<file path="config.mk">
export PLATFORM = sky130hd
export DESIGN_NAME = ipv4_tcp_checksum_generator
export DESIGN_NICKNAME = d
export VERILOG_FILES = /design/src/icg_pkg.sv /design/src/icg_front.sv /design/src/icg_queue.sv /design/src/icg_back.sv /design/src/ipv4_tcp_checksum_generator.sv
export SDC_FILE = /design/constraint.sdc
export NUM_CORES = 1
export LEC_CHECK = 0
export BUFFER_PORTS_ARGS = -buffer_cell sky130_fd_sc_hd__buf_2
export CORE_MARGIN = 1
export CORE_UTILIZATION = 45
export CTS_CLUSTER_SIZE = 24
export DETAILED_ROUTE_END_ITERATION = 12
export PLACE_DENSITY = 0.63
export SLEW_MARGIN = 30
export SYNTH_ARGS = -nofsm -noshare
export SYNTH_HDL_FRONTEND = slang
export SYNTH_SLANG_ARGS = --single-unit
</file>
<file path="constraint.sdc">
create_clock -name clk_i -period 8.5 [get_ports clk_i]
set_input_delay 0.85 -clock clk_i [delete_from_list [all_inputs] [get_ports clk_i]]
set_output_delay 0.85 -clock clk_i [all_outputs]
set_load 0.02 [all_outputs]
</file>
<file path="src/icg_pkg.sv">
package icg_pkg;

  // offset saturation and padding masks
  localparam logic [15:0] Mask16 = 16'hffff;
  localparam logic [15:0] Mask8  = 16'h00ff;

  // fixed offsets within the ip header
  localparam logic [15:0] OffIhl      = 16'd0;
  localparam logic [15:0] OffTotHi    = 16'd2;
  localparam logic [15:0] OffTotLo    = 16'd3;
  localparam logic [15:0] OffProto    = 16'd9;
  localparam logic [15:0] OffCsumHi   = 16'd10;
  localparam logic [15:0] OffCsumLo   = 16'd11;
  localparam logic [15:0] OffAddrLo   = 16'd12;
  localparam logic [15:0] OffAddrHi   = 16'd19;
  localparam logic [15:0] OffLenKnown = 16'd4;

  // tcp checksum field, relative to the segment start
  localparam logic [15:0] RelCsumHi = 16'd16;
  localparam logic [15:0] RelCsumLo = 16'd17;

  // depth of the queue between front and back
  localparam int unsigned QueueDepth = 2;
  localparam int unsigned QueueIdxW  = $clog2(QueueDepth);
  localparam int unsigned QueueCntW  = $clog2(QueueDepth + 1);

  // one classified request handed from front to back
  typedef struct packed {
    logic [15:0] hdr_word;
    logic [15:0] seg_word;
    logic [15:0] seg_len;
    logic        short_pkt;
    logic        last;
  } work_t;

  // one's-complement add with end-around carry
  function automatic logic [15:0] oc_add(input logic [15:0] a, input logic [15:0] b);
    logic [16:0] s;
    s = {1'b0, a} + {1'b0, b};
    return s[15:0] + {15'd0, s[16]};
  endfunction

endpackage

</file>
<file path="src/icg_front.sv">
module icg_front (
  input  logic           clk_i,
  input  logic           rst_ni,
  input  logic           in_valid_i,
  output logic           in_ready_o,
  input  logic [7:0]     data_byte_i,
  input  logic           last_byte_i,
  output logic           push_o,
  output icg_pkg::work_t push_data_o,
  input  logic           push_ready_i
);
  import icg_pkg::*;

  logic [15:0] offset_q, offset_d;
  logic [5:0]  hdr_bytes_q, hdr_bytes_d;
  logic [15:0] tot_len_q, tot_len_d;

  logic [15:0] hb_cur;
  logic [15:0] tl_cur;
  logic [15:0] word;
  logic [15:0] rel;
  logic [15:0] pseudo_word;
  logic        hdr_en;
  logic        seg_en;
  logic [16:0] received;
  logic        accept;

  assign in_ready_o = push_ready_i;
  assign accept     = in_valid_i && push_ready_i;
  assign push_o     = accept;

  // header fields as seen after this byte
  always_comb begin
    hdr_bytes_d = hdr_bytes_q;
    tot_len_d   = tot_len_q;
    if (offset_q == OffIhl) begin
      hdr_bytes_d = {data_byte_i[3:0], 2'b00};
    end else if (offset_q == OffTotHi) begin
      tot_len_d = {data_byte_i, tot_len_q[7:0]};
    end else if (offset_q == OffTotLo) begin
      tot_len_d = {tot_len_q[15:8], data_byte_i};
    end
    hb_cur = {10'd0, hdr_bytes_d};
    tl_cur = tot_len_d;
  end

  // classify the byte
  always_comb begin
    word = offset_q[0] ? ({8'd0, data_byte_i} & Mask8) : {data_byte_i, 8'd0};
    rel  = offset_q - hb_cur;
    hdr_en = (offset_q < hb_cur) && (offset_q != OffCsumHi) && (offset_q != OffCsumLo);
    seg_en = (offset_q >= hb_cur)
          && ((offset_q < OffLenKnown) || (offset_q < tl_cur))
          && (rel != RelCsumHi) && (rel != RelCsumLo);
    if (offset_q == OffProto) begin
      pseudo_word = {8'd0, data_byte_i};
    end else if ((offset_q >= OffAddrLo) && (offset_q <= OffAddrHi)) begin
      pseudo_word = word;
    end else begin
      pseudo_word = 16'd0;
    end
    received = {1'b0, offset_q} + 17'd1;

    push_data_o.hdr_word  = hdr_en ? word : 16'd0;
    push_data_o.seg_word  = oc_add(pseudo_word, seg_en ? word : 16'd0);
    push_data_o.seg_len   = tl_cur - hb_cur;
    push_data_o.short_pkt = received < {1'b0, tl_cur};
    push_data_o.last      = last_byte_i;
  end

  // offset and header field tracking, cleared after each packet
  always_ff @(posedge clk_i or negedge rst_ni) begin
    if (!rst_ni) begin
      offset_q    <= '0;
      hdr_bytes_q <= '0;
      tot_len_q   <= '0;
    end else if (accept) begin
      if (last_byte_i) begin
        offset_q    <= '0;
        hdr_bytes_q <= '0;
        tot_len_q   <= '0;
      end else begin
        if (offset_q != Mask16) begin
          offset_q <= offset_q + 16'd1;
        end
        hdr_bytes_q <= hdr_bytes_d;
        tot_len_q   <= tot_len_d;
      end
    end
  end

endmodule

</file>
<file path="src/icg_queue.sv">
module icg_queue (
  input  logic           clk_i,
  input  logic           rst_ni,
  input  logic           push_i,
  input  icg_pkg::work_t push_data_i,
  output logic           push_ready_o,
  output logic           pop_valid_o,
  output icg_pkg::work_t pop_data_o,
  input  logic           pop_i
);
  import icg_pkg::*;

  work_t                mem_q [QueueDepth];
  logic [QueueIdxW-1:0] wr_ptr_q;
  logic [QueueIdxW-1:0] rd_ptr_q;
  logic [QueueCntW-1:0] count_q;
  logic                 do_push;
  logic                 do_pop;

  assign push_ready_o = count_q != QueueCntW'(QueueDepth);
  assign pop_valid_o  = count_q != '0;
  assign pop_data_o   = mem_q[rd_ptr_q];
  assign do_push      = push_i && push_ready_o;
  assign do_pop       = pop_i && pop_valid_o;

  // storage
  always_ff @(posedge clk_i) begin
    if (do_push) begin
      mem_q[wr_ptr_q] <= push_data_i;
    end
  end

  // pointers and fill count
  always_ff @(posedge clk_i or negedge rst_ni) begin
    if (!rst_ni) begin
      wr_ptr_q <= '0;
      rd_ptr_q <= '0;
      count_q  <= '0;
    end else begin
      if (do_push) begin
        wr_ptr_q <= (wr_ptr_q == QueueIdxW'(QueueDepth - 1)) ? '0 : wr_ptr_q + 1'b1;
      end
      if (do_pop) begin
        rd_ptr_q <= (rd_ptr_q == QueueIdxW'(QueueDepth - 1)) ? '0 : rd_ptr_q + 1'b1;
      end
      if (do_push && !do_pop) begin
        count_q <= count_q + 1'b1;
      end else if (do_pop && !do_push) begin
        count_q <= count_q - 1'b1;
      end
    end
  end

endmodule

</file>
<file path="src/icg_back.sv">
module icg_back (
  input  logic           clk_i,
  input  logic           rst_ni,
  input  logic           pop_valid_i,
  input  icg_pkg::work_t pop_data_i,
  output logic           pop_o,
  output logic           out_valid_o,
  input  logic           out_ready_i,
  output logic [15:0]    ip_header_checksum_o,
  output logic [15:0]    tcp_segment_checksum_o,
  output logic           length_status_o
);
  import icg_pkg::*;

  logic [15:0] hdr_sum_q, hdr_sum_d;
  logic [15:0] seg_sum_q, seg_sum_d;
  logic        out_valid_q;
  logic [15:0] hdr_csum_q;
  logic [15:0] seg_csum_q;
  logic        status_q;
  logic        out_free;
  logic        do_pop;

  // a last request waits for the output register
  assign out_free = !out_valid_q || out_ready_i;
  assign pop_o    = pop_valid_i && (!pop_data_i.last || out_free);
  assign do_pop   = pop_o;

  // running sums
  always_comb begin
    hdr_sum_d = oc_add(hdr_sum_q, pop_data_i.hdr_word);
    seg_sum_d = oc_add(seg_sum_q, pop_data_i.seg_word);
  end

  // accumulators
  always_ff @(posedge clk_i or negedge rst_ni) begin
    if (!rst_ni) begin
      hdr_sum_q <= '0;
      seg_sum_q <= '0;
    end else if (do_pop) begin
      if (pop_data_i.last) begin
        hdr_sum_q <= '0;
        seg_sum_q <= '0;
      end else begin
        hdr_sum_q <= hdr_sum_d;
        seg_sum_q <= seg_sum_d;
      end
    end
  end

  // output register
  always_ff @(posedge clk_i or negedge rst_ni) begin
    if (!rst_ni) begin
      out_valid_q <= 1'b0;
    end else if (do_pop && pop_data_i.last) begin
      out_valid_q <= 1'b1;
    end else if (out_ready_i) begin
      out_valid_q <= 1'b0;
    end
  end

  always_ff @(posedge clk_i) begin
    if (do_pop && pop_data_i.last) begin
      hdr_csum_q <= ~hdr_sum_d;
      seg_csum_q <= ~oc_add(seg_sum_d, pop_data_i.seg_len);
      status_q   <= pop_data_i.short_pkt;
    end
  end

  assign out_valid_o            = out_valid_q;
  assign ip_header_checksum_o   = hdr_csum_q;
  assign tcp_segment_checksum_o = seg_csum_q;
  assign length_status_o        = status_q;

endmodule

</file>
<file path="src/ipv4_tcp_checksum_generator.sv">
// result path: registered in the queue, then in the output register, after its last byte is taken
// throughput: one packet byte per cycle; in_ready_o drops only while the two-entry queue is full
// a result waiting at the output stalls only the last byte of the next packet
// reset: rst_ni clears offset, header fields, sums, queue and output valid at once
module ipv4_tcp_checksum_generator (
  input  logic        clk_i,
  input  logic        rst_ni,
  input  logic        in_valid_i,
  output logic        in_ready_o,
  input  logic [7:0]  data_byte_i,
  input  logic        last_byte_i,
  output logic        out_valid_o,
  input  logic        out_ready_i,
  output logic [15:0] ip_header_checksum_o,
  output logic [15:0] tcp_segment_checksum_o,
  output logic        length_status_o
);
  import icg_pkg::*;

  logic  push;
  work_t push_data;
  logic  push_ready;
  logic  pop_valid;
  work_t pop_data;
  logic  pop;

  // byte classification
  icg_front u_front (
    .clk_i        (clk_i),
    .rst_ni       (rst_ni),
    .in_valid_i   (in_valid_i),
    .in_ready_o   (in_ready_o),
    .data_byte_i  (data_byte_i),
    .last_byte_i  (last_byte_i),
    .push_o       (push),
    .push_data_o  (push_data),
    .push_ready_i (push_ready)
  );

  // decoupling queue
  icg_queue u_queue (
    .clk_i        (clk_i),
    .rst_ni       (rst_ni),
    .push_i       (push),
    .push_data_i  (push_data),
    .push_ready_o (push_ready),
    .pop_valid_o  (pop_valid),
    .pop_data_o   (pop_data),
    .pop_i        (pop)
  );

  // accumulation and result
  icg_back u_back (
    .clk_i                  (clk_i),
    .rst_ni                 (rst_ni),
    .pop_valid_i            (pop_valid),
    .pop_data_i             (pop_data),
    .pop_o                  (pop),
    .out_valid_o            (out_valid_o),
    .out_ready_i            (out_ready_i),
    .ip_header_checksum_o   (ip_header_checksum_o),
    .tcp_segment_checksum_o (tcp_segment_checksum_o),
    .length_status_o        (length_status_o)
  );

endmodule
</file>
==> flow_summary.json <==
{
  "cts.sinks": 208,
  "crit_family": "compound AO/OA/AOI/OAI gates",
  "drive_above_1_share_pct": 15.38,
  "clock_skew_ns": 0.02680,
  "async_flop_share_pct": 36.06,
  "path_class": "flip-flop to flip-flop",
  "drv_cap": 0,
  "first_pass_iters": 5,
  "numCtsBuffers": 24,
  "dp.cells": 1788,
  "post-route-min-period_ns": 7.843,
  "finalSetupViolCount": 0,
  "start_kind": "flip-flop",
  "vias": 10460,
  "core_um2": 30670,
  "synth_top_family_by_area": "compound AO/OA/AOI/OAI gates",
  "tightestPinTransition_ns": 0.9567,
  "startpoint": "u_queue.rd_ptr_q$_DFFE_PN0P_",
  "hold_class": "input port to asynchronous set/reset pin",
  "grt_use_total_pct": 22.15,
  "syn_inst": 1354,
  "stdcell_count": 1839,
  "synth_edf_count": 133,
  "grt_max_degree": 71,
  "yosys.area_share.adder_pct": 10.68,
  "slew_headroom_pct": 35.93,
  "slew_violations": 0,
  "cts-root-buf": "clkbuf_16",
  "die_w_um": 178.6,
  "rr_startpoint": "u_queue.rd_ptr_q$_DFFE_PN0P_",
  "port_buffers": 47,
  "clkTransAtPathRegs_ns": 0.06,
  "synth_xor_area_share_pct": 8.347,
  "fin_nets": 1554,
  "status": "complete, no violations",
  "vias_per_cell": 5.688,
  "dieArea_um2": 31890,
  "antenna_found_initial": 0,
  "final_antenna_net_count": 0,
  "ys_seq_area_share_pct": 41.84,
  "clk_path_buf_depth": 3,
  "gr-usage-met1_pct": 30.70,
  "required_ns": 8.77,
  "wl_um": 34270,
  "grt_overflow": 0,
  "crit_arrival_ns": 8.11,
  "met2_usage_pct": 36.00,
  "htree_num_levels": 1,
  "max_freq_mhz": 127.5,
  "wl_per_cell_um": 18.63,
  "cts_tree": "built",
  "crit_buf_inv": 3,
  "die_h_um": 178.6,
  "dr.first_iter.drc_count": 557,
  "initial_core_util_pct": 45.75,
  "max_stage_delay_ns": 0.51,
  "clock_latency_ns": 0.54,
  "avgSynthCellArea_um2": 10.36,
  "rows": 64,
  "crit_fanout": 26,
  "first_global_vias": 10326,
  "use_met3_pct": 2.685,
  "hold_violations": 0,
  "syn_nets": 1483,
  "cp_common_cell": "ha_1",
  "synth_compound_area_share_pct": 15.51,
  "fillers": 2769,
  "yosysUniqueCellTypes": 82,
  "synth-seq-cells": 208,
  "io-pin-count": 48,
  "finalCritPeriodShare_pct": 92.26,
  "cp_slowest_cell": "dfrtp_2",
  "grt_pass1_wl_um": 54900,
  "synthFlopType": "edfxtp_1",
  "synthMuxAreaShare_pct": 5.698,
  "routabilityCongestion": 0.9369,
  "diodes": 0,
  "end_kind": "flip-flop",
  "syn2layout_area_growth_pct": 12.49,
  "dpl.hpwl_um": 25740,
  "synth_area_um2": 14030,
  "yosys_warnings": 0,
  "drc_errors": 0,
  "synth-simple-area-share_pct": 15.17,
  "grt.busiest_layer": "met2"
}
-- worst register-to-register path, delay by kind of cell (launching register included) --
| family | cells | cell delay [ns] |
|---|---|---|
| DFF | 1 | 0.51 |
| buffers and inverters | 3 | 0.68 |
| xor gates and xnor gates | 2 | 0.45 |
| muxes | 1 | 0.39 |
| AOI/OAI and AO/OA | 14 | 2.81 |
| adders and majority gates | 4 | 1.10 |
| and+or+nand+nor | 10 | 1.64 |
-- path summary, 6_finish.rpt --
| check | cells past startpoint | to | slack, ns |
|---|---|---|---|
| hold / removal | 1 | u_back.seg_sum_q[14]$_DFFE_PN0P_ | 0.11 |
| setup / recovery | 34 | u_back.tcp_segment_checksum_o[15]$_DFFE_PP_ | 0.66 |
| max in group asynchronous | 2 | u_front.hdr_bytes_q[0]$_DFFE_PN0P_ | 7.46 |
| setup reg to reg | 34 | u_back.tcp_segment_checksum_o[15]$_DFFE_PP_ | 0.66 |
| min in group clk_i | 2 | u_front.tot_len_q[3]$_DFFE_PN0P_ | 0.48 |
| hold reg to reg | 2 | u_front.tot_len_q[3]$_DFFE_PN0P_ | 0.48 |
-- cell usage after synthesis (all sizes together), types with 6 or more instances --
master	count	area [um^2]
a211oi	15	112.6
a21o	20	150.1
a21oi	62	310.3
a22o	16	140.1
and2	13	81.33
and3	23	143.9
buf	9	66.31
clkbuf	36	136.4
dfrtp	75	1877
edfxtp	133	3994
ha	111	1389
inv	49	183.9
mux2	50	563.0
mux2i	22	236.5
nand2	108	405.4
nand2b	12	75.07
nand3	39	195.2
nand4	20	146.4
nor2	92	347.8
nor2b	16	100.1
nor3	40	250.2
nor4	15	136.4
nor4b	6	52.55
o2111ai	6	52.55
o211ai	10	75.07
o21a	21	157.7
o21ai	95	475.5
o21bai	10	75.07
o31a	7	61.31
o31ai	9	81.33
or3	12	80.08
xnor2	76	665.6
xor2	50	437.9
-- repair_timing --
item                       CTS  global route
buffers inserted             0             6
resized for setup            0             9
setup endpoints to repair    0            15
hold buffers                 0             0
-- logic make-up after synthesis --
kind of cell / count (synthesis)
buf+inv: 94
xor+xnor: 129
flops: 208
mux: 72
simple gates: 411
compound gates: 323
fa+ha+maj: 117
-- sequential cells by signal (all words and copies together), names as in the netlist --
name / cells
u_back.hdr_sum_q: 16
u_front.offset_q: 16
u_queue.count_q: 2
u_back.ip_header_checksum_o: 16
u_back.length_status_o: 1
u_queue.wr_ptr_q: 1
u_back.seg_sum_q: 16
u_back.tcp_segment_checksum_o: 16
u_queue.rd_ptr_q: 1
u_back.out_valid_o: 1
u_front.tot_len_q: 16
u_front.hdr_bytes_q: 6
u_queue.mem_q: 100
-- cell usage in the layout, fill, tap and decap left out, types with 21 or more instances in the layout --
cell type  count
and3_1        23
buf_4         41
o21a_1        21
clkbuf_16     24
mux2_2        50
dfrtp_1       74
xor2_1        50
edfxtp_1     133
nand3_1       38
inv_1         49
ha_1         111
o21ai_0       89
nand2_1      108
nor3_1        30
nor2_1        88
buf_2         46
a21oi_1       62
xnor2_1       76
-- area by class of cell --
cell class / instances / area [um^2] / area share, %
inverters: 49 / 183.9 / 1.165
clock inverters: 16 / 172.7 / 1.094
flip-flops and latches: 208 / 5872 / 37.20
clock buffers: 28 / 625.6 / 3.964
well taps: 396 / 495.5 / 3.139
repair buffers: 90 / 588.1 / 3.726
multi-input cells: 1052 / 7846 / 49.71
-- per-stage QoR --
step           utilization, %  setup TNS [ns]  hold WS [ns]  setup slack, ns  area [um^2]
2_1_floorplan               -               0        0.4442           0.8698        14030
3_3_place_gp            48.48               0        0.4614           0.5028        14870
3_5_place_dp            48.50               0        0.4708           0.3511        14880
4_1_cts                 51.11               0       0.08478           0.2854        15670
5_1_grt                 51.46         -0.2670       0.09260         -0.05634        15780
6_report                51.46               0        0.1062           0.6575        15780
-- layer usage --
metal,wire length [um],part of all wire (%)
met5,0,0
met2,15700,46
met1,16380,48
met4,1029,3.0
met3,1154,3.4
Power is left out: the tool's default activity adds up to more than one toggle a clock period on the data nets, which glitch-free logic cannot reach.
